$ cat src/design/pairwise_distance_table_top_defines.svh
// ----------------------------------------------------------------------------
// pairwise distance table: assertion macros
// concurrent checks used by the top level, empty in synthesis builds
// ----------------------------------------------------------------------------
`ifndef PAIRWISE_DISTANCE_TABLE_TOP_DEFINES_SVH
`define PAIRWISE_DISTANCE_TABLE_TOP_DEFINES_SVH

`ifndef SYNTHESIS
// same-cycle implication
`define PDT_ASSERT_IMP(label, clk, rst, ante, cons, msg) \
   label: assert property (@(posedge clk) disable iff (rst) (ante) |-> (cons)) \
      else $error(msg);
// next-cycle implication
`define PDT_ASSERT_NXT(label, clk, rst, ante, cons, msg) \
   label: assert property (@(posedge clk) disable iff (rst) (ante) |=> (cons)) \
      else $error(msg);
`else
`define PDT_ASSERT_IMP(label, clk, rst, ante, cons, msg)
`define PDT_ASSERT_NXT(label, clk, rst, ante, cons, msg)
`endif

`endif

$ cat src/design/pdt_pkg.sv
// ----------------------------------------------------------------------------
// pdt_pkg
// types, widths and constants shared by the pairwise distance table
// ----------------------------------------------------------------------------
`timescale 1ns / 1ps
`default_nettype none

package pdt_pkg;

   localparam int IDX_W   = 12;
   localparam int COUNT_W = 13;
   localparam int COORD_W = 25;
   localparam int DIFF_W  = 25;               // magnitude of a coordinate difference
   localparam int SUM_W   = 52;               // sum of three squared differences
   localparam int ROOT_W  = SUM_W / 2;
   localparam int DIST_W  = 25;

   localparam logic [COUNT_W-1:0] COUNT_RESET     = 13'd4096;
   localparam logic [DIST_W-1:0]  ABSENT_DISTANCE = 25'd999000;
   localparam logic [DIST_W-1:0]  DIST_MAX        = {DIST_W{1'b1}};

   localparam logic KIND_LOAD  = 1'b0;
   localparam logic KIND_QUERY = 1'b1;

   localparam logic [1:0] DIM_X = 2'd0;
   localparam logic [1:0] DIM_Y = 2'd1;
   localparam logic [1:0] DIM_Z = 2'd2;

   typedef struct packed {
      logic                      present;
      logic signed [COORD_W-1:0] z;
      logic signed [COORD_W-1:0] y;
      logic signed [COORD_W-1:0] x;
   } entry_type;

   typedef enum logic [2:0] {
      ST_CLEAR,
      ST_IDLE,
      ST_READ_B,
      ST_CHECK,
      ST_SQUARE,
      ST_SQRT,
      ST_DONE
   } state_type;

   function automatic logic signed [COORD_W-1:0] coord_sel(entry_type e, logic [1:0] dim);
      logic signed [COORD_W-1:0] c;
      case (dim)
         DIM_X:   c = e.x;
         DIM_Y:   c = e.y;
         DIM_Z:   c = e.z;
         default: c = '0;
      endcase
      return c;
   endfunction

endpackage

`default_nettype wire

$ cat src/design/pdt_sqacc.sv
// ----------------------------------------------------------------------------
// pdt_sqacc
// sum of squared coordinate differences through one shared multiplier
// ----------------------------------------------------------------------------
`timescale 1ns / 1ps
`default_nettype none

module pdt_sqacc (
   input  wire logic                     clock,
   input  wire logic                     reset,
   input  wire logic                     start,
   input  wire pdt_pkg::entry_type       a_word,
   input  wire pdt_pkg::entry_type       b_word,
   output logic                          done,
   output logic [pdt_pkg::SUM_W-1:0]     sum
);

   pdt_pkg::entry_type              a_ff;
   pdt_pkg::entry_type              b_ff;
   logic [1:0]                      dim_ff;
   logic                            phase_ff;     // 0 difference, 1 square
   logic                            busy_ff;
   logic                            done_ff;
   logic [pdt_pkg::DIFF_W-1:0]      diff_ff;
   logic [pdt_pkg::SUM_W-1:0]       sum_ff;

   logic signed [pdt_pkg::COORD_W:0] diff_s;
   logic [pdt_pkg::COORD_W:0]        diff_mag;
   logic [2*pdt_pkg::DIFF_W-1:0]     prod;

   always_comb begin
      diff_s   = (pdt_pkg::COORD_W+1)'(pdt_pkg::coord_sel(a_ff, dim_ff))
               - (pdt_pkg::COORD_W+1)'(pdt_pkg::coord_sel(b_ff, dim_ff));
      diff_mag = diff_s[pdt_pkg::COORD_W] ? 26'(-diff_s) : 26'(diff_s);
      prod     = diff_ff * diff_ff;
   end

   always_ff @(posedge clock) begin
      if (reset) begin
         busy_ff  <= 1'b0;
         done_ff  <= 1'b0;
         phase_ff <= 1'b0;
         dim_ff   <= pdt_pkg::DIM_X;
      end else begin
         done_ff <= 1'b0;
         if (start) begin
            busy_ff  <= 1'b1;
            phase_ff <= 1'b0;
            dim_ff   <= pdt_pkg::DIM_X;
         end else if (busy_ff) begin
            phase_ff <= ~phase_ff;
            if (phase_ff) begin
               if (dim_ff == pdt_pkg::DIM_Z) begin
                  busy_ff <= 1'b0;
                  done_ff <= 1'b1;
               end else begin
                  dim_ff <= dim_ff + 2'd1;
               end
            end
         end
      end
   end

   always_ff @(posedge clock) begin
      if (start) begin
         a_ff   <= a_word;
         b_ff   <= b_word;
         sum_ff <= '0;
      end else if (busy_ff) begin
         if (!phase_ff) begin
            diff_ff <= diff_mag[pdt_pkg::DIFF_W-1:0];
         end else begin
            sum_ff <= sum_ff + pdt_pkg::SUM_W'(prod);
         end
      end
   end

   assign done = done_ff;
   assign sum  = sum_ff;

endmodule

`default_nettype wire

$ cat config.mk
export PLATFORM = sky130hd
export DESIGN_NAME = pdt_sqacc
export DESIGN_NICKNAME = d
export VERILOG_FILES = /design/src/design/pairwise_distance_table_top_defines.svh /design/src/design/pdt_pkg.sv /design/src/design/pdt_sqacc.sv
export SDC_FILE = /design/constraint.sdc
export NUM_CORES = 2
export LEC_CHECK = 0
export ABC_AREA = 0
export BUFFER_PORTS_ARGS = -buffer_cell sky130_fd_sc_hd__clkbuf_2
export CAP_MARGIN = 10
export CORE_ASPECT_RATIO = 2
export CORE_MARGIN = 10
export CORE_UTILIZATION = 50
export DETAILED_ROUTE_END_ITERATION = 10
export PLACE_DENSITY = 0.68
export SLEW_MARGIN = 40
export SYNTH_ARGS = -nofsm -noshare
export SYNTH_HDL_FRONTEND = slang
export SYNTH_SLANG_ARGS = --single-unit
$ cat constraint.sdc
create_clock -name clock -period 22.9 [get_ports clock]
set_input_delay 1.145 -clock clock [delete_from_list [all_inputs] [get_ports clock]]
set_output_delay 1.145 -clock clock [all_outputs]
set_load 0.01 [all_outputs]
==> impl_metrics.env <==
export IMPL_h_tree_depth=1
export IMPL_numCtsBuffers=22
export IMPL_antenna_found_initial=0
export IMPL_wl_per_cell_um=20.4
export IMPL_die_area_um2=70300
export IMPL_postSynthAreaPerCell_um2=9.78
export IMPL_tns_ns=0
export IMPL_drtIter0Drc=1080
export IMPL_cap_violations=0
export IMPL_period_share_pct=35.9
export IMPL_rrSetupSlack_ns=14.69
export IMPL_cts_buffer_depth=3
export IMPL_start_kind="register"
export IMPL_start_util_pct=50.5
export IMPL_synth_area_leader_cell="fa_1"
export IMPL_hold_buffers=0
export IMPL_ff2ff_path_depth=25
export IMPL_synth_area_leaders="fa_1 (35%), edfxtp_1 (18%), inv_1 (9.9%), ha_1 (9.4%), dfxtp_1 (3.8%)"
export IMPL_place_hpwl_um=66600
export IMPL_grt_setup_unrepaired="false"
export IMPL_synth_top_area_share_pct=34.7
export IMPL_r2r_start="diff_ff[3]$_DFFE_PP_"
export IMPL_grt_first_pass_wirelength_um=129000
export IMPL_syn_inst=3045
export IMPL_endpoint_kind="register"
export IMPL_arrival_ns=8.69
export IMPL_drc=0
export IMPL_final_layout_size_suffix_gt1_share_pct=10.4
export IMPL_synth_seq_cells=232
export IMPL_routed_wl_um=81200
export IMPL_multi_input_area_um2=20000
export IMPL_area_delta_synth_final_pct=8.88
export IMPL_max_clock_freq_ghz=0.122
export IMPL_finClkSkew_ns=0.0323
export IMPL_relSlewSlack_pct=49.1
export IMPL_grt_max_degree=88
export IMPL_row_count=126
export IMPL_final_hold_violation_count=0
export IMPL_fill_cells=5286
export IMPL_hp_class="reg2reg"
export IMPL_firstDrtPassIters=5
export IMPL_fin_nets=4095
export IMPL_tightest_slew_ns=0.764
export IMPL_fp_dieW_um=193
export IMPL_synth_warnings=0
export IMPL_ant_nets=0
export IMPL_ff_latch_area_um2=6400
export IMPL_yosys_cell_types_count=73
export IMPL_track_usage_pct=23.9
export IMPL_crit_top_cell="fa_1"
export IMPL_outcome="completed"
export IMPL_slew_viol_final=0
export IMPL_synthesis_area_um2=29800
export IMPL_cp_endpoint="sum[51]$_SDFFE_PP0P_"
export IMPL_worstPathMaxFanout=22
export IMPL_synth_top_flop_cell="edfxtp_1"
export IMPL_syn_num_nets=3940
export IMPL_ys_async_sr_fraction_pct=0
export IMPL_num_io_pins=208
export IMPL_vias_per_cell=5.47
export IMPL_grt_ovfl_total=0
export IMPL_ctsResizeCount=0
export IMPL_cts_sinks=232
export IMPL_setup_viol=0
export IMPL_reg2reg_to="sum[51]$_SDFFE_PP0P_"
export IMPL_layout_min_cycle_time_ns=8.21
export IMPL_post_cts_setup_buffers=0
export IMPL_port_buffer_count=205
export IMPL_clk_pin_slew_ns=0.07
export IMPL_path_class="reg2reg"
export IMPL_slowest_delay_ns=0.55
export IMPL_clockRootBuffer="clkbuf_16"
export IMPL_ys_seq_area_share_pct=21.5
export IMPL_synth_edf_count=175
export IMPL_chipHeight_um=365
export IMPL_grt_pass1_vias=25100
export IMPL_cts_tree="done"
export IMPL_core_area_um2=59000
export IMPL_critPathLaunch="diff_ff[3]$_DFFE_PP_"
export IMPL_vias=21800
export IMPL_slowest_stage="fa_1"
export IMPL_insertion_delay_ns=0.56
export IMPL_gp_congestion=0.963
export IMPL_required_ns=23.38
-- cell type report --
type | instances | share of cell area, %
multi-input cells | 1911 | 61.7
flip-flops and latches | 232 | 19.7
inverters | 784 | 9.07
repair buffers | 249 | 4.21
well taps | 768 | 2.96
clock buffers | 22 | 1.70
clock inverters | 18 | 0.644
diodes | 1 | 0.00772
-- metrics by stage --
stage,hold slack (ns),utilization (%),std cells,instance area [um^2],worst slack [ns]
CTS,0.486,55.0,3984,32400,14.82
global placement,0.464,53.6,3937,31600,14.67
finish,0.484,55.0,3985,32400,14.69
global route,0.525,55.0,3984,32400,14.55
floorplan,0.488,-,3045,29800,15.58
detailed placement,0.476,53.7,3944,31700,14.87
-- registers in the layout, indices dropped and copies added, names as in the netlist --
| signal | flops |
|---|---|
| sum | 52 |
| a_ff | 75 |
| diff_ff | 25 |
| phase_ff | 1 |
| done | 1 |
| b_ff | 75 |
| busy_ff | 1 |
| dim_ff | 2 |
-- worst min path at each step --
stage                    startpoint                   end  slack (ns)  cells past startpoint
6_report        sum[7]$_SDFFE_PP0P_   sum[7]$_SDFFE_PP0P_        0.48                      2
5_1_grt         sum[0]$_SDFFE_PP0P_   sum[0]$_SDFFE_PP0P_        0.53                      2
4_1_cts         sum[7]$_SDFFE_PP0P_   sum[7]$_SDFFE_PP0P_        0.49                      2
3_5_place_dp    sum[7]$_SDFFE_PP0P_   sum[7]$_SDFFE_PP0P_        0.48                      2
3_3_place_gp    sum[7]$_SDFFE_PP0P_   sum[7]$_SDFFE_PP0P_        0.46                      2
2_1_floorplan  sum[18]$_SDFFE_PP0P_  sum[18]$_SDFFE_PP0P_        0.49                      2
-- cell usage after synthesis (6+ instances only) --
cell type	n
inv_1	783
nand2b_1	6
a21oi_1	113
nor3b_1	6
fa_1	517
a21o_1	39
nand2_1	283
xnor2_1	55
or3_1	7
nand4_1	10
a222oi_1	50
nor2b_1	15
o21ai_0	43
nor3_1	23
mux2i_1	8
nor4_1	7
ha_1	223
o211ai_1	10
nand3_1	31
dfxtp_1	57
and2_1	120
and3_1	25
a31oi_1	13
o31ai_1	8
a211oi_1	14
clkbuf_1	112
or2_2	33
edfxtp_1	175
o21a_1	18
xor2_1	28
nor2_1	113
o21bai_1	14
-- placed cells by master (no fill, tap or decap), types with 28 or more instances in the layout --
cell and instances:
a21o_1 39, a21oi_1 113, a222oi_1 50, and2_1 119, buf_4 36, clkbuf_2 204, dfxtp_1 57, edfxtp_1 175
fa_1 517, ha_1 221, inv_1 783, nand2_1 282, nand3_1 31, nor2_1 113, o21ai_0 43, or2_2 33
xnor2_1 55, xor2_1 28
-- cells by family (layout without fill, tap and decap cells) --
logic type                 count (synthesis)  count (layout)  share of synthesized area, %
other                                      0               1                             0
DFF                                      232             232                          21.5
muxes                                      9               9                         0.307
AOI/OAI and AO/OA                        379             379                          8.87
and+or+nand+nor                          700             700                          11.4
xor gates and xnor gates                  83              83                          2.44
adders and majority gates                740             740                          44.1
buffers and inverters                    902            1073                          11.4
-- critical path: cells and delay by family, from the launching register on --
kind	cells	cell delay (ns)
fa+ha+maj	8	4.04
compound gates	7	1.77
buf+inv	7	1.05
simple gates	2	0.70
flops	1	0.34
mux	1	0.21
-- metal layers --
metal	GRT usage [%]	routed length, um
met3	3.53	4350
met1	22.3	24700
met5	0	0
met4	16.8	6600
met2	45.7	45500
Power is not shown: default switching activity piles up to over one toggle a cycle in this logic, so the estimate is an artifact.
