[config.mk]
export PLATFORM = sky130hd
export DESIGN_NAME = pdt_ram
export DESIGN_NICKNAME = d
export VERILOG_FILES = /design/src/design/pairwise_distance_table_top_defines.svh /design/src/design/pdt_ram.sv
export SDC_FILE = /design/constraint.sdc
export NUM_CORES = 1
export LEC_CHECK = 0
export ABC_AREA = 1
export BUFFER_PORTS_ARGS = -buffer_cell sky130_fd_sc_hd__buf_2
export CORE_MARGIN = 5
export CORE_UTILIZATION = 40
export CTS_CLUSTER_SIZE = 24
export DETAILED_ROUTE_END_ITERATION = 12
export SKIP_LAST_GASP = 1
export SLEW_MARGIN = 20
export SYNTH_ARGS = -nofsm -noshare
export SYNTH_HDL_FRONTEND = slang
export SYNTH_SLANG_ARGS = --single-unit
[constraint.sdc]
create_clock -name clock -period 2.8 [get_ports clock]
set_input_delay 0.56 -clock clock [delete_from_list [all_inputs] [get_ports clock]]
set_output_delay 0.56 -clock clock [all_outputs]
set_load 0.005 [all_outputs]
[src/design/pairwise_distance_table_top_defines.svh]
// ----------------------------------------------------------------------------
// pairwise distance table: assertion macros
// concurrent checks used by the top level, empty in synthesis builds
// ----------------------------------------------------------------------------
`ifndef PAIRWISE_DISTANCE_TABLE_TOP_DEFINES_SVH
`define PAIRWISE_DISTANCE_TABLE_TOP_DEFINES_SVH

`ifndef SYNTHESIS
// same-cycle implication
`define PDT_ASSERT_IMP(label, clk, rst, ante, cons, msg) \
   label: assert property (@(posedge clk) disable iff (rst) (ante) |-> (cons)) \
      else $error(msg);
// next-cycle implication
`define PDT_ASSERT_NXT(label, clk, rst, ante, cons, msg) \
   label: assert property (@(posedge clk) disable iff (rst) (ante) |=> (cons)) \
      else $error(msg);
`else
`define PDT_ASSERT_IMP(label, clk, rst, ante, cons, msg)
`define PDT_ASSERT_NXT(label, clk, rst, ante, cons, msg)
`endif

`endif

[src/design/pdt_ram.sv]
// ----------------------------------------------------------------------------
// pdt_ram
// generic simple dual-port ram, one write and one registered read port
// ----------------------------------------------------------------------------
`timescale 1ns / 1ps
`default_nettype none

module pdt_ram #(
   parameter int WIDTH = 8,
   parameter int DEPTH = 16
) (
   input  wire logic                     clock,
   input  wire logic                     wr_en,
   input  wire logic [$clog2(DEPTH)-1:0] wr_addr,
   input  wire logic [WIDTH-1:0]         wr_data,
   input  wire logic                     rd_en,
   input  wire logic [$clog2(DEPTH)-1:0] rd_addr,
   output logic      [WIDTH-1:0]         rd_data
);

   logic [WIDTH-1:0] mem_ff [DEPTH];
   logic [WIDTH-1:0] rd_data_ff;

   always_ff @(posedge clock) begin
      if (wr_en) begin
         mem_ff[wr_addr] <= wr_data;
      end
      if (rd_en) begin
         rd_data_ff <= mem_ff[rd_addr];
      end
   end

   assign rd_data = rd_data_ff;

endmodule

`default_nettype wire

==> impl_summary.md, run 1 <==
Setup path
The endpoint of the worst setup timing path is rd_data[3]. The largest fanout on the critical path is 33. The buffering stage count on the worst path with inverters included is 2. The critical path runs through a total of 6 cells. STA classifies the critical path startpoint as a primary input. The most numerous cell type found on the critical path is sky130_fd_sc_hd__nand3_1. Tracing the worst setup path back leads to its startpoint at rd_addr[1]. The critical path data required time is 2.96 ns. The delay contributed by the slowest stage of the critical path is 0.51 ns. Broken down by cell family, the worst path's largest delay share belongs to buffers and inverters. The signal on the critical path passes through buf_2 > inv_2 > nand3_1 > nand3_1 > nand3_1 > nand2_1. The worst register-to-register path has a setup slack of 1.63 ns. The largest individual stage delay along the critical path comes from the cell sky130_fd_sc_hd__buf_2. STA classifies the critical path endpoint as a flop.

In this run the critical register-to-register path is captured at rd_data[3]. The critical path is of the primary input to flop type. The number of cells traversed by the worst register-to-register path is 6. The startpoint of the most critical register-to-register path is mem_ff[15][3]. The critical path data arrival time is 2.00 ns.

Floorplanning
The die extent in y is 131 um. The initial utilization of the core area, before any placement, comes to 40.5%. The standard-cell row count is 44.

The die footprint is 0.0171 mm2. The floorplan step set the die width to 131 um. The top-level I/O count is 27. The standard cell core area is 0.0144 mm2.

Layout
The number of fill cells is 1,353. The area growth from synthesis to final layout is 14.3%. The repair_antennas step left the layout with diodes totalling 0. The final net count is 593. The fraction of layout cells with a size suffix above 1 is 9.39%. Summing all multi-input logic gate instances after layout gives 0.00121 mm2. Summing all flip-flop and latch instances after layout gives 0.00408 mm2.

Min path
The min-delay analysis places its worst path in the category primary input to flop.

Drt
The antenna violation net count after detailed routing is 0. Across all layers, the routed design uses 3,805 vias. In the routed design, unresolved DRC markers number 0. The via count normalized by instance count is 4.94.

The routed wire length is 13,600 um. After detailed routing, the average wire length per cell comes to 17.7 um. The iteration-0 DRC count of the detailed router is 470. The detailed-routing iteration count for the pre-antenna-repair pass is 6.

Clock tree
Clock-pin slew was measured on the worst setup and hold paths at 0.06 ns. The TritonCTS sink count is 136. For this design, the CTS-stage hold fixing added 0 buffers.

After clock tree synthesis, the setup repair step added 0 buffers. The CTS buffer count is 17. TritonCTS built the clock tree.

The clock latency on the worst-skew pair is 0.42 ns. The number of H-tree levels is 4. The number of gates resized after CTS is 0.

The cell sitting at the root of the clock tree is a sky130_fd_sc_hd__clkbuf_16. No sink is reached through more buffers than the 2 on the longest clock path.

Global route
The number of antenna violations at the first check in global routing is 0. Global routing consumed, over all layers together, 17.1% of the routing resources. The largest net degree at the start of global routing is 65. The first-pass GRT wire length is 21,300 um.

The aggregate global routing overflow is 0. The number of global-route vias before repair is 3,856.

Timing
The post-route clock skew is 0.0102 ns. At the pin with the least slew margin, the transition time is 0.768 ns. Derived from the worst setup path, the maximum achievable clock frequency is 0.543 GHz.

After layout, the worst setup slack is 0.957 ns. The final worst-path cycle share is 65.8%. The relative max-transition margin is 48.6%. Setup repair after global routing left no endpoint under its margin. The total negative slack is 0 ns. The final count of pins violating max slew is 0. The smallest clock period supported by the final layout is computed as 1.84 ns.

The total count of hold-check failures in the final report is 0. Setup violations remaining at the end of the flow were counted as 0.

Synth
The synthesized design devotes to its leading area cell type 69.8% of total area. The library cell with the largest summed area after synthesis is sky130_fd_sc_hd__edfxtp_1. The total of warnings raised by yosys is 0. Synthesis handed over a netlist of 551 instances.

By area the synthesized netlist is led by sky130_fd_sc_hd__edfxtp_1 (70%), sky130_fd_sc_hd__nand2_1 (11%), sky130_fd_sc_hd__nand3_1 (8.3%). In this run, distinct cell masters in the synthesized netlist total 11. The netlist area before placement is 0.00585 mm2.

The post-synthesis average cell area is 10.6 um2. The synthesized design contains 136 register bits. After synthesis, flip-flops and latches occupy 69.8% of the total area. Synthesis produced a netlist with a net count of 570.

Power and ir drop
The fraction of power spent switching nets is 20.2%. The clock network burns 47.7% of the power. In this run the power density over the cells is 737 mW/mm2. In this run, the combinational gates consume 5.4% of the power. Internal power comes to 3930 uW. VDD sags by at most 0.358 mV.

The analysis attributes to cell leakage a power of 0.00284 uW. Registers are responsible for 46.9% of the overall power. For this design the total switching power over the nets is 997 uW.

Flow run
The max capacitance violation total is 0.

Status
The flow ran to the end, and the final reports show no timing, DRC or antenna violations.

Placement
Timing analysis after detailed placement gives a worst setup slack of 0.551 ns. The wire-length estimate of the detail-placed layout is 8830 um. The final weighted congestion in routability-driven placement is 0.856. The number of port buffers is 26.
==> power groups by stage <==
stage               Clock (uW)  Sequential [uW]  Combinational, uW
floorplan                    0             2350                161
global placement             0             2350                267
detailed placement           0             2350                267
CTS                       2370             2310                268
global route              2460             2310                298
finish                    2350             2310                266
==> routing by layer <==
layer | track usage [%] | up-vias | share of wire (%)
met5 | 0 | - | 0
met1 | 23.2 | 1840 | 44
met3 | 3.62 | 21 | 6.0
met4 | 6.17 | 0 | 1.9
met2 | 27.4 | 122 | 48
li1 | - | 1822 | -
==> kinds of logic after synthesis <==
kind of cell  after synthesis  share of synthesized area (%)
buf+inv                   126                           9.39
flops                     136                           69.8
simple gates              289                           20.8
==> cell usage in the layout (no fill, tap or decap), drive strengths merged <==
cell type  netlist  layout
edfxtp         136     136
inv            102     102
nand3b           2       2
clkinv           0       5
bufinv           0       5
clkbuf           0      20
clkinvlp         0       1
nand3           97      97
buf             24      28
nor2            17      17
nand2          173     173
==> worst min path at each step <==
stage	start	to	slack, ns	cells past startpoint
after floorplan	wr_data[0]	mem_ff[0][0]	0.66	0
after global placement	mem_ff[12][2]	rd_data[2]	0.75	6
after detailed placement	mem_ff[12][2]	rd_data[2]	0.74	6
after CTS	rd_en	rd_data[0]	0.51	1
after global routing	rd_en	rd_data[0]	0.51	1
final	rd_en	rd_data[0]	0.52	1
==> stage by stage <==
stage / total power [uW] / std cells / hold slack, ns / utilization (%) / cell area [um2]
global route: 5070 / 770 / 0.513 / 46.3 / 6680
global placement: 2620 / 739 / 0.750 / 42.1 / 6070
floorplan: 2510 / 551 / 0.659 / - / 5850
detailed placement: 2620 / 739 / 0.743 / 42.1 / 6070
finish: 4930 / 770 / 0.518 / 46.3 / 6680
CTS: 4950 / 770 / 0.505 / 46.3 / 6680
==> area by class of cell <==
type,instances,area share [%]
tap,184,3.44
clock inverter,11,2.68
clock buffer,20,6.53
timing repair buffer,28,2.36
multi-input combinational,289,18.2
inverter,102,5.73
sequential,136,61.1
==> registers in the layout (all words and copies together), names as in the netlist <==
signal,flops
mem_ff,128
rd_data,8
==> cell usage after synthesis <==
| cell | count |
|---|---|
| sky130_fd_sc_hd__inv_1 | 100 |
| sky130_fd_sc_hd__buf_6 | 6 |
| sky130_fd_sc_hd__buf_2 | 13 |
| sky130_fd_sc_hd__edfxtp_1 | 136 |
| sky130_fd_sc_hd__buf_4 | 4 |
| sky130_fd_sc_hd__nand3b_1 | 2 |
| sky130_fd_sc_hd__nand3_1 | 97 |
| sky130_fd_sc_hd__buf_1 | 1 |
| sky130_fd_sc_hd__inv_2 | 2 |
| sky130_fd_sc_hd__nor2_1 | 17 |
| sky130_fd_sc_hd__nand2_1 | 173 |
Note: power is estimated with default switching activity, not from simulation.
==> run 2, diff against run 1 <==
--- a/config.mk
+++ b/config.mk
@@ -5,7 +5,7 @@
 export SDC_FILE = /design/constraint.sdc
 export NUM_CORES = 1
 export LEC_CHECK = 0
-export ABC_AREA = 1
+export ABC_AREA = 0
 export BUFFER_PORTS_ARGS = -buffer_cell sky130_fd_sc_hd__buf_2
 export CORE_MARGIN = 5
 export CORE_UTILIZATION = 40
==> constraint.sdc (replaced) <==
create_clock -name clock -period 1.7 [get_ports clock]
set_input_delay 0.34 -clock clock [delete_from_list [all_inputs] [get_ports clock]]
set_output_delay 0.34 -clock clock [all_outputs]
set_load 0.005 [all_outputs]
==> run 2 against run 1 <==
Compared with the run above:
- hold slack lost 0.20 ns
- clock power grew 51%
- sequential power grew 65%
- via count shrank 35%
- sequential share of layout area grew 3.5 points
- wire length shrank 26%
- combinational power grew 36%
- critical endpoint unchanged
- count of clock-buffer cells in the layout shrank 3
- final area shrank 5.4%
- area after synthesis shrank 11%
- largest power group is now registers
- flip-flop and latch count is the same
==> impl_summary.md, run 2 <==
Status
Result of the run: completed (unchanged).

Clock tree
The worst-case clock buffer depth is 2 (unchanged). The library cell used as clock root buffer is sky130_fd_sc_hd__clkbuf_16 (unchanged). The number of gates resized after CTS was 0 (unchanged). The clock transition at the registers of the reported paths came to 0.06 ns (about the same). The TritonCTS sink count is 136 (unchanged). The clock tree from TritonCTS is built (unchanged). The number of H-tree levels is 4 (unchanged). The post-CTS setup repair buffer count is 0 (unchanged).

The clock latency on the worst-skew pair was 0.41 ns (was 0.42 ns). The count of hold-fix buffers inserted at cts is 0 (unchanged). The CTS buffer count is 17 (unchanged).

Layout
The register with the highest flop count is mem_ff (unchanged). The area occupied by registers is 0.00408 mm2 (unchanged). The number of fill cells is 1,047 (was 1,353). Leading cell types in the layout, fill and taps excluded: sky130_fd_sc_hd__edfxtp_1 (136), sky130_fd_sc_hd__buf_2 (26), sky130_fd_sc_hd__buf_4 (25), sky130_fd_sc_hd__mux4_2 (18), sky130_fd_sc_hd__clkbuf_16 (17) (was sky130_fd_sc_hd__nand2_1 (173), sky130_fd_sc_hd__edfxtp_1 (136), sky130_fd_sc_hd__inv_1 (100), sky130_fd_sc_hd__nand3_1 (97), sky130_fd_sc_hd__buf_2 (26)). The area growth from synthesis to final layout is 20.9% (was 14.3%). The commonest non-fill, non-tap cell in the layout is sky130_fd_sc_hd__edfxtp_1 (was sky130_fd_sc_hd__nand2_1). The count of inserted antenna diode cells came to 0 (unchanged). The final net count is 311 (was 593).

The fraction of layout cells with a size suffix above 1 is 34.8% (was 9.39%). The area used by multi-input combinational logic was 0.00106 mm2 (was 0.00121 mm2). The number of flip-flops under the largest register name was 128 (unchanged).

The summed area of non-filler cells in the final layout came to 0.00632 mm2 (was 0.00668 mm2).

Synth
The number of enable flip-flop cells after synthesis is 136 (unchanged). The synthesized netlist net count is 248 (was 570). The post-synthesis average cell area came to 22.8 um2 (was 10.6 um2).

The count of distinct cell types in the synthesized netlist is 18 (was 11). Post-synth top cells: sky130_fd_sc_hd__edfxtp_1 (136), sky130_fd_sc_hd__mux4_2 (18), sky130_fd_sc_hd__a22oi_1 (16) (was sky130_fd_sc_hd__nand2_1 (173), sky130_fd_sc_hd__edfxtp_1 (136), sky130_fd_sc_hd__inv_1 (100)). The fraction of registers with async set/reset is 0% (unchanged). The netlist area before placement is 0.00523 mm2 (was 0.00585 mm2). The library cell with the largest summed area after synthesis is sky130_fd_sc_hd__edfxtp_1 (unchanged).

The number of instances in the synthesized netlist is 229 (was 551). Biggest area contributors in the synthesized netlist: sky130_fd_sc_hd__edfxtp_1 (78%), sky130_fd_sc_hd__mux4_2 (7.8%), sky130_fd_sc_hd__mux4_1 (7.0%) (was sky130_fd_sc_hd__edfxtp_1 (70%), sky130_fd_sc_hd__nand2_1 (11%), sky130_fd_sc_hd__nand3_1 (8.3%)). The most instantiated flip-flop cell in the synthesis netlist is sky130_fd_sc_hd__edfxtp_1 (unchanged).

The most common cell in the netlist is sky130_fd_sc_hd__edfxtp_1 (was sky130_fd_sc_hd__nand2_1). The sequential element share of the synthesized area is 78.1% (was 69.8%). The total of warnings raised by yosys came to 0 (unchanged). The register bit total from synthesis is 136 (unchanged). The fraction of post-synthesis cell area in the top cell type by area is 78.1% (was 69.8%).

Floorplanning
The standard cell core area was 0.0127 mm2 (was 0.0144 mm2). The x dimension of the die is 124 um (was 131 um). The standard-cell row count is 41 (was 44). The starting density of the core is 41.1% (was 40.5%).

The die footprint is 0.0155 mm2 (was 0.0171 mm2). The top-level I/O count is 27 (unchanged). The die extent in y is 124 um (was 131 um).

Timing
The post-route clock skew is 0.00720 ns (was 0.0102 ns). The final count of pins violating max slew was 0 (unchanged). The relative max-transition margin is 50.4% (was 48.6%).

The timing-limited maximum frequency is 0.652 GHz. The worst path uses 90.3% of the clock period. The clock period minus final worst setup slack is 1.53 ns. Setup repair after global routing missed its margin: false (unchanged). The number of endpoints failing setup at the final stage was 0 (unchanged). The setup slack of the critical path after layout is 0.165 ns (was 0.957 ns). The total count of hold-check failures in the final report is 0 (unchanged). The worst hold slack is 0.315 ns (was 0.518 ns).

The transition time of the tightest slew-check pin is 0.743 ns (was 0.768 ns). The total negative slack came to 0 ns (unchanged).

Setup path
The element type at the critical path start is a flop (was primary input). The buffering stage count on the worst path with inverters included came to 0 (was 2). The critical setup path kind is flop to flop (was primary input to flop).

The largest fanout on the critical path was 1 (was 33). The minimum setup slack among reg-to-reg paths is 0.17 ns (was 1.63 ns). The slowest stage cell on the critical path is sky130_fd_sc_hd__mux4_1 (was sky130_fd_sc_hd__buf_2). The critical path data required time is 1.86 ns (was 2.96 ns).

The end of the worst register-to-register path is rd_data[3] (unchanged). The critical path data arrival time came to 1.69 ns (was 2.00 ns). The dominant delay contributor by cell family on the critical path is multiplexers (was buffers and inverters). The startpoint of the most critical register-to-register path is mem_ff[6][3] (was mem_ff[15][3]). The category of the worst setup path capture point is a flop (unchanged).

The delay contributed by the slowest stage of the critical path is 0.53 ns (was 0.51 ns). The number of cells traversed by the worst register-to-register path is 3 (was 6). Critical Path, Cell by Cell: mux4_1 > a22oi_1 > nand2_1 (was buf_2 > inv_2 > nand3_1 > nand3_1 > nand3_1 > nand2_1).

Global route
The first-pass GRT wire length is 15,800 um (was 21,300 um). The largest net degree at the start of global routing was 17 (was 65). The number of antenna violations at the first check in global routing was 0 (unchanged). The overall global routing resource usage was 14.0% (was 17.1%). The number of global-route vias before repair is 2,656 (was 3,856). The aggregate global routing overflow is 0 (unchanged).

Drt
The iteration-0 DRC count of the detailed router was 218 (was 470). The post-route DRC violation count was 0 (unchanged). The routed wire length was 10,100 um (was 13,600 um). The via count normalized by instance count is 5.16 (was 4.94). The count of vias placed by the detailed router was 2,461 (was 3,805). The routed wirelength normalized by instance count is 21.3 um (was 17.7 um). The antenna violation net count after detailed routing is 0 (unchanged). The detailed-routing iteration count for the pre-antenna-repair pass is 6 (unchanged).

Power and ir drop
The leakage power of the design is 0.00215 uW (was 0.00284 uW). The power density relative to cell area is 1220 mW/mm2 (was 737 mW/mm2). The worst-case vdd ir drop is 0.756 mV (was 0.358 mV). The overall power of the completed layout is 7730 uW (was 4930 uW).

Placement
The half-perimeter wire length of the detailed placement result is 6840 um (was 8830 um). The number of port buffers was 26 (unchanged). The post-place instance area is 0.00574 mm2 (was 0.00607 mm2). The final weighted congestion in routability-driven placement was 0.728 (was 0.856). The pre-CTS setup slack is -0.209 ns (was 0.551 ns).

Min path
The end of the worst hold path is mem_ff[5][7] (was rd_data[0]). The hold path depth is 1 (unchanged). The class of the tightest hold or removal check is primary input to flop (unchanged). The launch point of the worst hold path is wr_data[7] (was rd_en).

Flow run
The max capacitance violation total is 0 (unchanged).
==> run 2: cell types whose count changed in the layout (fill, tap and decap cells not counted), sizes merged, moves of 16 or more <==
cell   delta
buf      +26
nand2   -164
nand3    -96
a22oi    +16
mux4     +32
inv      -91
==> run 2: per-layer routing <==
metal,vias up,part of all wire [%],GRT usage [%],wire length (um)
li1,1118,-,-,-
met1,1262,43,18.3,4390
met2,72,49,22.3,5010
met3,9,6.0,3.82,605
met4,0,1.4,5.42,137
met5,-,0,0,0
==> run 2: kinds of logic after synthesis <==
kind of cell / after synthesis / share of synthesized area [%]
multiplexers: 32 / 14.8
buffers and inverters: 10 / 1.65
flip-flops: 136 / 78.1
AND/OR/NAND/NOR: 35 / 3.14
AO/OA/AOI/OAI: 16 / 2.30
==> run 2: through the flow <==
stage | cells | utilization, %
6_report | 477 | 49.7
4_1_cts | 477 | 49.7
3_5_place_dp | 445 | 45.1
3_3_place_gp | 445 | 45.1
5_1_grt | 477 | 49.7
2_1_floorplan | 229 | -
==> run 2: layout make-up <==
type,count,share of cell area [%]
flip-flops and latches,136,64.6
multi-input cells,83,16.8
clock buffers,17,6.73
repair buffers,54,5.98
well taps,172,3.41
clock inverters,15,2.45
==> run 2: how the worst max path moves through the flow <==
stage | start | to | cells after the start
floorplan | rd_addr[0] | rd_data[1] | 5
global placement | rd_addr[0] | rd_data[6] | 6
detailed placement | rd_addr[0] | rd_data[4] | 6
CTS | mem_ff[6][3] | rd_data[3] | 3
global route | mem_ff[6][3] | rd_data[3] | 3
finish | mem_ff[6][3] | rd_data[3] | 3
==> run 2: worst register-to-register path: stages (launching register included) <==
cell                       delay, ns
sky130_fd_sc_hd__edfxtp_1       0.38
sky130_fd_sc_hd__mux4_1         0.53
sky130_fd_sc_hd__a22oi_1        0.28
sky130_fd_sc_hd__nand2_1        0.09
==> run 2: power breakdown <==
group	total (uW)	internal [uW]	switching [uW]
logic	363	162	201
clock network	3560	2070	1490
registers	3800	3780	20.9
total	7730	6010	1710
