### src/design/pairwise_distance_table_top_defines.svh
// ----------------------------------------------------------------------------
// pairwise distance table: assertion macros
// concurrent checks used by the top level, empty in synthesis builds
// ----------------------------------------------------------------------------
`ifndef PAIRWISE_DISTANCE_TABLE_TOP_DEFINES_SVH
`define PAIRWISE_DISTANCE_TABLE_TOP_DEFINES_SVH

`ifndef SYNTHESIS
// same-cycle implication
`define PDT_ASSERT_IMP(label, clk, rst, ante, cons, msg) \
   label: assert property (@(posedge clk) disable iff (rst) (ante) |-> (cons)) \
      else $error(msg);
// next-cycle implication
`define PDT_ASSERT_NXT(label, clk, rst, ante, cons, msg) \
   label: assert property (@(posedge clk) disable iff (rst) (ante) |=> (cons)) \
      else $error(msg);
`else
`define PDT_ASSERT_IMP(label, clk, rst, ante, cons, msg)
`define PDT_ASSERT_NXT(label, clk, rst, ante, cons, msg)
`endif

`endif

### src/design/pdt_pkg.sv
// ----------------------------------------------------------------------------
// pdt_pkg
// types, widths and constants shared by the pairwise distance table
// ----------------------------------------------------------------------------
`timescale 1ns / 1ps
`default_nettype none

package pdt_pkg;

   localparam int IDX_W   = 12;
   localparam int COUNT_W = 13;
   localparam int COORD_W = 25;
   localparam int DIFF_W  = 25;               // magnitude of a coordinate difference
   localparam int SUM_W   = 52;               // sum of three squared differences
   localparam int ROOT_W  = SUM_W / 2;
   localparam int DIST_W  = 25;

   localparam logic [COUNT_W-1:0] COUNT_RESET     = 13'd4096;
   localparam logic [DIST_W-1:0]  ABSENT_DISTANCE = 25'd999000;
   localparam logic [DIST_W-1:0]  DIST_MAX        = {DIST_W{1'b1}};

   localparam logic KIND_LOAD  = 1'b0;
   localparam logic KIND_QUERY = 1'b1;

   localparam logic [1:0] DIM_X = 2'd0;
   localparam logic [1:0] DIM_Y = 2'd1;
   localparam logic [1:0] DIM_Z = 2'd2;

   typedef struct packed {
      logic                      present;
      logic signed [COORD_W-1:0] z;
      logic signed [COORD_W-1:0] y;
      logic signed [COORD_W-1:0] x;
   } entry_type;

   typedef enum logic [2:0] {
      ST_CLEAR,
      ST_IDLE,
      ST_READ_B,
      ST_CHECK,
      ST_SQUARE,
      ST_SQRT,
      ST_DONE
   } state_type;

   function automatic logic signed [COORD_W-1:0] coord_sel(entry_type e, logic [1:0] dim);
      logic signed [COORD_W-1:0] c;
      case (dim)
         DIM_X:   c = e.x;
         DIM_Y:   c = e.y;
         DIM_Z:   c = e.z;
         default: c = '0;
      endcase
      return c;
   endfunction

endpackage

`default_nettype wire

### src/design/pdt_isqrt.sv
// ----------------------------------------------------------------------------
// pdt_isqrt
// floor integer square root, one result bit per cycle
// ----------------------------------------------------------------------------
`timescale 1ns / 1ps
`default_nettype none

module pdt_isqrt (
   input  wire logic                      clock,
   input  wire logic                      reset,
   input  wire logic                      start,
   input  wire logic [pdt_pkg::SUM_W-1:0] radicand,
   output logic                           done,
   output logic [pdt_pkg::ROOT_W-1:0]     root
);

   localparam int REM_W = pdt_pkg::ROOT_W + 1;
   localparam int CNT_W = $clog2(pdt_pkg::ROOT_W);

   logic [pdt_pkg::SUM_W-1:0]  rad_ff;
   logic [REM_W-1:0]           rem_ff;
   logic [pdt_pkg::ROOT_W-1:0] root_ff;
   logic [CNT_W-1:0]           cnt_ff;
   logic                       busy_ff;
   logic                       done_ff;

   logic [REM_W+1:0] rem_sh;
   logic [REM_W+1:0] trial;
   logic             fits;

   always_comb begin
      rem_sh = {rem_ff, rad_ff[pdt_pkg::SUM_W-1 -: 2]};
      trial  = (REM_W+2)'({root_ff, 2'b01});
      fits   = rem_sh >= trial;
   end

   always_ff @(posedge clock) begin
      if (reset) begin
         busy_ff <= 1'b0;
         done_ff <= 1'b0;
         cnt_ff  <= '0;
      end else begin
         done_ff <= 1'b0;
         if (start) begin
            busy_ff <= 1'b1;
            cnt_ff  <= CNT_W'(pdt_pkg::ROOT_W - 1);
         end else if (busy_ff) begin
            if (cnt_ff == '0) begin
               busy_ff <= 1'b0;
               done_ff <= 1'b1;
            end else begin
               cnt_ff <= cnt_ff - 1'b1;
            end
         end
      end
   end

   always_ff @(posedge clock) begin
      if (start) begin
         rad_ff  <= radicand;
         rem_ff  <= '0;
         root_ff <= '0;
      end else if (busy_ff) begin
         rad_ff <= {rad_ff[pdt_pkg::SUM_W-3:0], 2'b00};
         if (fits) begin
            rem_ff  <= REM_W'(rem_sh - trial);
            root_ff <= {root_ff[pdt_pkg::ROOT_W-2:0], 1'b1};
         end else begin
            rem_ff  <= REM_W'(rem_sh);
            root_ff <= {root_ff[pdt_pkg::ROOT_W-2:0], 1'b0};
         end
      end
   end

   assign done = done_ff;
   assign root = root_ff;

endmodule

`default_nettype wire

### config.mk
export PLATFORM = sky130hd
export DESIGN_NAME = pdt_isqrt
export DESIGN_NICKNAME = d
export VERILOG_FILES = /design/src/design/pairwise_distance_table_top_defines.svh /design/src/design/pdt_pkg.sv /design/src/design/pdt_isqrt.sv
export SDC_FILE = /design/constraint.sdc
export NUM_CORES = 1
export LEC_CHECK = 0
export ABC_CLOCK_PERIOD_IN_PS = 3500
export BUFFER_PORTS_ARGS = -buffer_cell sky130_fd_sc_hd__buf_4
export CAP_MARGIN = 20
export CELL_PAD_IN_SITES_DETAIL_PLACEMENT = 0
export CELL_PAD_IN_SITES_GLOBAL_PLACEMENT = 2
export CORE_UTILIZATION = 37
export DETAILED_ROUTE_END_ITERATION = 10
export MAX_ROUTING_LAYER = met4
export PLACE_DENSITY_LB_ADDON = 0.1
export SLEW_MARGIN = 20
export SYNTH_ARGS = -nofsm -noshare
export SYNTH_HDL_FRONTEND = slang
export SYNTH_SLANG_ARGS = --single-unit
### constraint.sdc
create_clock -name clock -period 3.5 [get_ports clock]
set_clock_uncertainty 0.05 [all_clocks]
set_input_delay 0.7 -clock clock [delete_from_list [all_inputs] [get_ports clock]]
set_output_delay 0.7 -clock clock [all_outputs]
set_load 0.005 [all_outputs]
==> metrics.md, run 1 <==
| Metric | Value |
|---|---|
| Clock-pin slew on the worst setup and hold paths | `about 80 ps` |
| Postcts setup bufs | `0` |
| First-pass GRT wire length | `~23,000 µm` |
| Setup violations, final | `0` |
| R2r endpoint | `rem_ff[3]$_SDFFE_PP0P_` |
| Num CTS Buffers | `9` |
| Maximum VDD drop | `278 µV` |
| Chip width | `roughly 130 µm` |
| Top_reg_cell synth | `dfxtp_1` |
| Period utilisation layout | `0.907` |
| Post-Syn Area | `slightly above 0.006 mm²` |
| CTS Root Buffer Type | `clkbuf_16` |
| Die Y | `131 µm` |
| Time the worst path needs with I/O delays and setup | `around 3200 ps` |
| Crit path max fanout | `31` |
| FFs w/ async S/R, synth | `0` |
| Gate Count Post-Synth | `approximately 600` |
| Final Slew Violations | `0` |
| Initial DRT Pass Iterations | `5` |
| Max-cap check violation count | `0` |
| DRC errors left | `0` |
| Synth area leaders | `edfxtp_1 (25%), dfxtp_1 (19%), mux2_2 (9.1%)` |
| ANT cells | `0` |
| H-Tree Depth | `3` |
| Post-synth top area cell | `edfxtp_1` |
| Post-DP HPWL | `10,100 µm` |
| Hold Path Origin | `rem_ff[25]$_SDFFE_PP0P_` |
| Post-CTS Resized | `0` |
| Avg WL per Cell | `between 15 and 20 µm` |
| Largest net degree at the start of global routing | `67` |
| Count of flip-flops with a built-in enable after synthesis | `52` |
| Reg2reg start | `root[16]$_SDFFE_PP0P_` |
| Drt total wl | `around 14,000 µm` |
| CP Data Arrival Time | `3410 ps` |
| Post-Syn Nets | `697` |
| All-Layer GR Usage | `0.172` |
| Setup crit end | `rem_ff[3]$_SDFFE_PP0P_` |
| Cts hold-fix bufs | `0` |
| CP endpoint kind | `register` |
| Power Dens Cells | `roughly 560 mW/mm²` |
| CP startpoint | `root[16]$_SDFFE_PP0P_` |
| RSZ-0062 raised after global routing | `no` |
| R2R setup slack | `330 ps` |
| Synth Warn # | `0` |
| Share of cells above drive strength 1 | `0.236` |
| Antenna Violating Nets Remaining | `0` |
| Post-synthesis sequential area ratio | `0.447` |
| Initial DRC count | `between 150 and 200` |
| Hold Fails Final Rpt | `0` |
| P&R area growth vs syn | `18.1%` |
| DR vias/cell | `approximately 5.1` |
| Pleak | `about 3 nW` |
| Nets | `~760` |
| Flops & latches, synth | `about 110` |
| Area share of the largest cell type after synthesis | `0.253` |
| Die ar. | `0.0172 mm²` |
| Kind of critical path | `register to register` |
| Actual slew at the worst max-slew pin | `roughly 730 ps` |
| CTS Sinks | `about 110` |
| Starting density of the core | `0.383` |
| Commonest cells after routing, fill and taps aside | `buf_4 (85), nor2_1 (69), dfxtp_1 (59)` |
| Gpl congestion | `0.835` |
| FF-to-FF path depth | `11` |
| Number of I/O pins | `82` |
| Most common cell after layout, fill and taps aside | `buf_4` |
| Std cell rows | `46` |
| Sum Neg Setup Slack | `0 ps` |
| Hold_ws | `~450 ps` |
| Status | `finished clean` |
| Hold Path Class | `register to register` |
| Vias in the first global route | `between 4,000 and 5,000` |
| Antenna violations before repair | `0` |
| Core box area | `approximately 0.016 mm²` |
| CP Launch Type | `register` |
| Port bufs | `81` |
| TritonCTS clock tree | `built` |
| Max Clk Rate | `315 MHz` |
| Overflow after GRT | `0` |
| Via count | `about 4,600` |
| Worst-Skew Late Latency | `between 300 and 400 ps` |
| Worst Path Required | `about 3700 ps` |
| Max-slew headroom | `0.510` |
| Max Root-Sink Buffers | `2` |
| Post-synth cell types | `55` |
| Mean Syn Cell Area | `10.1 µm²` |
==> layer usage <==
| metal | wire length (µm) | vias to the layer above | global-route usage |
|---|---|---|---|
| met3 | 641 | 9 | 0.0463 |
| met5 | 0 | - | - |
| met2 | 6640 | 80 | 0.281 |
| li1 | - | 2346 | - |
| met4 | 114 | 0 | 0.0353 |
| met1 | 6400 | 2139 | 0.212 |
==> worst max-delay path: stages, from the launching register on <==
cell and delay [ps]:
dfxtp_1 380, inv_1 60, ha_1 430, nand4_2 190, or2_1 280, or3_1 400, nor4_1 280, o21a_1 210
nor3_4 50, buf_4 240, o31a_1 330, a211oi_2 200
==> where the power goes <==
group / leakage (nW) / internal [W] / switching, W
registers: 1.01 / 0.00151 / 0.0000796
logic: 1.84 / 0.000642 / 0.000806
clock network: 0.150 / 0.000511 / 0.000546
==> layout make-up <==
class | count | area, µm²
clock inverter | 7 | 77.6
fill | 1606 | 8820
clock buffer | 9 | 225
multi-input combinational | 429 | 3140
tap | 216 | 270
inverter | 39 | 146
timing repair buffer | 87 | 678
sequential | 112 | 2770
==> worst min path at each step <==
stage | end | slack, ps | cells past startpoint
after global routing | rem_ff[25]$_SDFFE_PP0P_ | 460 | 1
after CTS | rem_ff[25]$_SDFFE_PP0P_ | 440 | 1
after floorplan | rem_ff[25]$_SDFFE_PP0P_ | 410 | 1
after global placement | rem_ff[25]$_SDFFE_PP0P_ | 430 | 1
final | rem_ff[25]$_SDFFE_PP0P_ | 450 | 1
after detailed placement | rem_ff[25]$_SDFFE_PP0P_ | 420 | 1
==> synthesized netlist by cell type, drive strengths merged, types with 8 or more instances <==
cell	count
dfxtp	60
nor2	69
inv	39
o211a	8
ha	30
o211ai	9
a21o	15
nor3	14
nand2	29
mux2i	30
xor2	8
edfxtp	52
clkbuf	23
o21a	8
o21ai	20
nand3	10
a21oi	36
buf	9
mux2	51
a211oi	19
xnor2	15
==> kinds of logic (layout without fill, tap and decap cells) <==
logic type                 count (synthesis)  count (layout)  synth area share
buffers and inverters                     71             142            0.0464
muxes                                     81              81             0.142
xor gates and xnor gates                  23              23            0.0326
and+or+nand+nor                          153             153             0.116
adders and majority gates                 30              30            0.0608
DFF                                      112             112             0.447
AOI/OAI and AO/OA                        142             142             0.156
==> through the flow <==
step,cells,total power (W),utilization,cell area (µm²),setup WS [ps]
2_1_floorplan,612,0.00273,-,6180,722
4_1_cts,899,0.00416,0.453,7300,280
3_3_place_gp,883,0.00307,0.434,7000,402
6_report,899,0.00409,0.453,7300,325
5_1_grt,899,0.00438,0.453,7300,15.8
3_5_place_dp,883,0.00307,0.434,7000,307
==> sequential cells by signal, summed over array words and instances (netlist names) <==
name	count
rad_ff	52
rem_ff	27
root	26
cnt_ff	5
busy_ff	1
done	1
Power figures use the tool's default switching activity.
==> inputs of run 2 (changes only) <==
- ABC_CLOCK_PERIOD_IN_PS: 3500 -> 3600
- CELL_PAD_IN_SITES_GLOBAL_PLACEMENT: 2 -> 1
- CORE_UTILIZATION: 37 -> 45
- clock period: 3.5 -> 3.6 ns (I/O delays scaled with it)
==> metrics.md, run 2 (synthesis results as in run 1) <==
| Metric | Value |
|---|---|
| Status | `finished clean` |
| Actual slew at the worst max-slew pin | `875 ps (+146 ps)` |
| Met2 Track Usage GR | `0.307 (+0.0254)` |
| Max Root-Sink Buffers | `2 (unchanged)` |
| All-Layer GR Usage | `0.207 (+0.0347)` |
| Final Power | `0.00410 W (+0.29%)` |
| TritonCTS clock tree | `built` |
| Die Y | `119 µm (-9.2%)` |
| Share of cells above drive strength 1 | `0.250 (+0.0143)` |
| Chip width | `119 µm (-9.2%)` |
| Post-DP HPWL | `9550 µm (-5.1%)` |
| Clock-pin slew on the worst setup and hold paths | `80 ps (about the same)` |
| Port bufs | `81 (unchanged)` |
| Sum Neg Setup Slack | `0 ps (unchanged)` |
| CP Launch Type | `register` |
| DR vias/cell | `5.37 (+5.5%)` |
| Hold_ws | `450 ps (+3.32 ps)` |
| Met3 usage | `0.0503 (+0.00399)` |
| Critical Path Slowest Stage Cell | `ha_1` |
| Crit path max fanout | `11 (-65%)` |
| DRC errors left | `0 (unchanged)` |
| Vias in the first global route | `4,596 (-1.2%)` |
| Largest net degree at the start of global routing | `76 (+13%)` |
| Top cell by count, worst path | `buf_4` |
| Gpl congestion | `0.862 (+3.3%)` |
| Core box area | `0.0133 mm² (-17%)` |
| Via count | `4,680 (+2.3%)` |
| Worst Path Required | `3840 ps (+100 ps)` |
| H-Tree Depth | `3 (unchanged)` |
| Avg WL per Cell | `15.5 µm (+0.72%)` |
| # fillers | `1,195 (-26%)` |
| Antenna Violating Nets Remaining | `0 (unchanged)` |
| Period utilisation layout | `0.927 (+0.0203)` |
| Initial DRT Pass Iterations | `4 (-1)` |
| Maximum VDD drop | `323 µV (+16%)` |
| Final Slew Violations | `0 (unchanged)` |
| Multi-input logic area | `0.00315 mm² (+0.32%)` |
| GRT met1 Usage | `0.271 (+0.0585)` |
| CP endpoint kind | `register` |
| Register area | `0.00277 mm² (unchanged)` |
| CTS Root Buffer Type | `clkbuf_16` |
| Crit-path leading delay family | `simple AND/OR/NAND/NOR gates` |
| Num CTS Buffers | `9 (unchanged)` |
| Max-cap check violation count | `0 (unchanged)` |
| Placed Area | `0.00698 mm² (-0.21%)` |
| Worst-Skew Late Latency | `370 ps (about the same)` |
| Pleak | `3.06 nW (+1.8%)` |
| Hold Path Class | `register to register` |
| Antenna violations before repair | `0 (unchanged)` |
| Nets | `776 (+1.7%)` |
| CP Data Arrival Time | `3580 ps (+170 ps)` |
| Util after Layout | `0.553 (+0.0996)` |
| Worst path bufs/invs | `3 (+1)` |
| Kind of critical path | `register to register` |
| Most common cell after layout, fill and taps aside | `buf_4` |
| Time the worst path needs with I/O delays and setup | `3340 ps (+164 ps)` |
| P&R area growth vs syn | `18.9%` |
| Max reg flops | `52 (unchanged)` |
| Setup violations, final | `0 (unchanged)` |
| ANT cells | `0 (unchanged)` |
| Drt total wl | `13,500 µm (-2.3%)` |
| Hold Fails Final Rpt | `0 (unchanged)` |
| Initial DRC count | `195 (+18%)` |
| Max Clk Rate | `300 MHz (-4.9%)` |
| CTS Sinks | `112 (unchanged)` |
| First-pass GRT wire length | `22,700 µm (-1.9%)` |
| Top reg by flops | `rad_ff` |
| Std cell rows | `42 (-8.7%)` |
| Starting density of the core | `0.465 (+0.0813)` |
| Commonest cells after routing, fill and taps aside | `buf_4 (99), nor2_1 (69), dfxtp_1 (59)` |
| Power Dens Cells | `559 mW/mm² (-0.34%)` |
| Die ar. | `0.0142 mm² (-18%)` |
| Number of I/O pins | `82 (unchanged)` |
| CP cell instances | `inv_1 > ha_1 > nand4_2 > or2_1 > or3_1 > nor4_1 > o21a_1 > nor3_4 > buf_4 > buf_4 > o311a_1 > nor3_2` |
| Fin area | `0.00735 mm² (+0.63%)` |
| Grt peak-use layer | `met2` |
| Worst path max stage delay | `430 ps (about the same)` |
| Max-slew headroom | `0.417 (-0.0934)` |
| Overflow after GRT | `0 (unchanged)` |
==> run 2: final timing paths <==
path	endpoint	cells past startpoint	from	slack [ps]
max	rem_ff[10]$_SDFFE_PP0P_	12	root[16]$_SDFFE_PP0P_	260
min	rem_ff[25]$_SDFFE_PP0P_	1	rem_ff[25]$_SDFFE_PP0P_	450
max reg2reg	rem_ff[10]$_SDFFE_PP0P_	12	root[16]$_SDFFE_PP0P_	260
min reg2reg	rem_ff[25]$_SDFFE_PP0P_	1	rem_ff[25]$_SDFFE_PP0P_	450
==> run 2: area by class of cell <==
cell class / instances / area share
Multi-Input combinational cell: 430 / 0.428
Sequential cell: 112 / 0.377
Timing Repair Buffer: 99 / 0.101
Clock buffer: 9 / 0.0307
Tap cell: 176 / 0.0300
Inverter: 39 / 0.0199
Clock inverter: 7 / 0.0135
==> run 2: metal layers <==
metal / wire (µm) / up-vias
met2: 5920 / 111
met1: 6520 / 2175
met5: 0 / -
met3: 784 / 15
met4: 254 / 0
li1: - / 2379
==> run 2: where the power goes <==
group	switching (W)	internal [W]
Sequential	0.0000693	0.00147
Combinational	0.000818	0.000672
Clock	0.000516	0.000562
Total	0.00140	0.00270
==> run 2: through the flow <==
stage	worst slack [ps]	instances
after global placement	223	851
final	262	872
after CTS	68.1	867
after global routing	-1.98	872
after detailed placement	94.9	851
after floorplan	822	612
==> run 2: timing repair <==
item / CTS / global route
hold buffers: 0 / 0
buffers inserted: 0 / 4
resized for setup: 0 / 0
setup endpoints to repair: 0 / 19
==> run 2: worst register-to-register path: stages, from the launching register on <==
cell and delay (ps):
dfxtp_1 370, inv_1 60, ha_1 430, nand4_2 210
or2_1 290, or3_1 400, nor4_1 290, o21a_1 260
nor3_4 60, buf_4 170, buf_4 170, o311a_1 360
nor3_2 150
==> inputs of run 3 (changes only) <==
- HOLD_SLACK_MARGIN: unset -> 0.03
- REMOVE_ABC_BUFFERS: unset -> 1
==> metrics.md, run 3 (synthesis results as in run 1) <==
| Metric | Value |
|---|---|
| Overflow after GRT | `0 (unchanged)` |
| Period utilisation layout | `0.881 (-0.0466)` |
| Drt total wl | `12,700 µm (-5.7%)` |
| P_sw | `0.00132 W (-5.8%)` |
| Nets | `764 (-1.5%)` |
| # fillers | `1,220 (+2.1%)` |
| Gpl congestion | `0.850 (-1.4%)` |
| Avg WL per Cell | `14.8 µm (-4.4%)` |
| Clock network fraction of total power | `0.243 (-0.020)` |
| Maximum VDD drop | `334 µV (+3.4%)` |
| Initial DRT Pass Iterations | `4 (unchanged)` |
| Hold Fails Final Rpt | `0 (unchanged)` |
| Multi-input logic area | `0.00314 mm² (-0.32%)` |
| Worst-Skew Late Latency | `360 ps (about the same)` |
| TritonCTS clock tree | `built` |
| Port bufs | `81 (unchanged)` |
| Actual slew at the worst max-slew pin | `872 ps (-2.71 ps)` |
| Max Clk Rate | `315 MHz (+5.3%)` |
| Die ar. | `0.0142 mm² (unchanged)` |
| R2R setup slack | `430 ps (+170 ps)` |
| Final Slew Violations | `0 (unchanged)` |
| Via count | `4,662 (-0.38%)` |
| CP endpoint kind | `register` |
| CTS Root Buffer Type | `clkbuf_16` |
| FF-to-FF path depth | `12 (unchanged)` |
| All-Layer GR Usage | `0.195 (-0.0112)` |
| Antenna violations before repair | `0 (unchanged)` |
| Status | `finished clean` |
| Vias in the first global route | `4,585 (-0.24%)` |
| Core box area | `0.0133 mm² (unchanged)` |
| Std cell rows | `42 (unchanged)` |
| Num CTS Buffers | `9 (unchanged)` |
| Largest net degree at the start of global routing | `76 (unchanged)` |
| Max-slew headroom | `0.419 (+0.00180)` |
| ANT cells | `0 (unchanged)` |
| Top reg by flops | `rad_ff` |
| Die Y | `119 µm (unchanged)` |
| Post-DP HPWL | `8960 µm (-6.2%)` |
| Antenna Violating Nets Remaining | `0 (unchanged)` |
| Dpl ws | `440 ps (+345 ps)` |
| Cts hold-fix bufs | `0 (unchanged)` |
| Time the worst path needs with I/O delays and setup | `3170 ps (-168 ps)` |
| CTS Sinks | `112 (unchanged)` |
| Seq pwr share | `0.395 (+0.021)` |
| Setup violations, final | `0 (unchanged)` |
| First-pass GRT wire length | `21,700 µm (-4.4%)` |
| Final WS setup | `429 ps (+168 ps)` |
| CP Launch Type | `register` |
| Hold Path Class | `register to register` |
| Number of I/O pins | `82 (unchanged)` |
| Switching Share | `0.339 (-0.00270)` |
| Post-CTS Resized | `0 (unchanged)` |
| Final Power | `0.00390 W (-5.0%)` |
| Logic pwr share | `0.362 (about the same)` |
| Clock-pin slew on the worst setup and hold paths | `70 ps (about the same)` |
| CP Data Arrival Time | `3360 ps (-220 ps)` |
| Chip width | `119 µm (unchanged)` |
| Worst Path Required | `3790 ps (-50 ps)` |
| Kind of critical path | `register to register` |
| Cell-internal power | `0.00258 W (-4.6%)` |
| Crit path max fanout | `51 (+40)` |
| Util after Layout | `0.542 (-0.0101)` |
| Placed Area | `0.00694 mm² (-0.57%)` |
| Max-cap check violation count | `0 (unchanged)` |
| Share of cells above drive strength 1 | `0.232 (-0.0175)` |
| Most common cell after layout, fill and taps aside | `buf_4` |
| DR vias/cell | `5.42 (+1.0%)` |
| Pleak | `2.98 nW (-2.5%)` |
| RSZ-0062 raised after global routing | `no` |
| Starting density of the core | `0.465 (unchanged)` |
| Initial DRC count | `282 (+45%)` |
| Fin cells | `860 (-1.4%)` |
| Fin area | `0.00721 mm² (-1.8%)` |
| Worst Hold Depth | `2 (+1)` |
| Postcts setup bufs | `0 (unchanged)` |
| Max reg flops | `52 (unchanged)` |
| DRC errors left | `0 (unchanged)` |
| H-Tree Depth | `3 (unchanged)` |
| Power Dens Cells | `541 mW/mm² (-3.2%)` |
| Commonest cells after routing, fill and taps aside | `buf_4 (87), nor2_1 (69), dfxtp_1 (59)` |
| P&R area growth vs syn | `16.7%` |
| Placed insts | `844 (-0.82%)` |
| Register area | `0.00277 mm² (unchanged)` |
| Max Root-Sink Buffers | `2 (unchanged)` |
run 3: routing by layer:
metal	track usage	share of wire	vias up
li1	-	-	2353
met1	0.246	0.46	2199
met2	0.305	0.47	95
met3	0.0455	0.044	15
met4	0.0736	0.019	0
met5	-	0	-
run 3: worst paths after layout:
| check | from | to |
|---|---|---|
| setup / recovery | root[14]$_SDFFE_PP0P_ | rem_ff[15]$_SDFFE_PP0P_ |
| hold reg to reg | rem_ff[6]$_SDFFE_PP0P_ | rem_ff[6]$_SDFFE_PP0P_ |
| hold / removal | rem_ff[6]$_SDFFE_PP0P_ | rem_ff[6]$_SDFFE_PP0P_ |
| setup reg to reg | root[14]$_SDFFE_PP0P_ | rem_ff[15]$_SDFFE_PP0P_ |
run 3: worst max-delay path: stages (launching register included):
cell and delay [ps]:
dfxtp_1 370, inv_1 60, ha_1 400, a21oi_1 260, o21ai_1 140, a221o_1 330, a211oi_1 330, a21oi_1 160
nor3_4 160, buf_12 270, mux2_1 350, mux2i_1 130, nor2_1 50
run 3: area by class of cell:
type / count / area share
flip-flops and latches: 112 / 0.384
well taps: 176 / 0.0305
clock buffers: 10 / 0.0317
repair buffers: 88 / 0.0933
clock inverters: 6 / 0.00573
inverters: 39 / 0.0203
multi-input cells: 429 / 0.435
run 3: power by group through the flow:
| stage | registers [W] | clock network, W | logic, W |
|---|---|---|---|
| after global routing | 0.00156 | 0.00102 | 0.00158 |
| after CTS | 0.00154 | 0.000981 | 0.00142 |
| after global placement | 0.00156 | 0 | 0.00139 |
| after detailed placement | 0.00157 | 0 | 0.00141 |
| final | 0.00154 | 0.000949 | 0.00141 |
| after floorplan | 0.00155 | 0 | 0.00105 |
run 3: through the flow:
stage | hold slack (ps) | setup TNS [ps]
final | 455 | 0
after global routing | 481 | 0
after CTS | 462 | 0
after detailed placement | 447 | 0
after global placement | 418 | 0
after floorplan | 408 | -8100
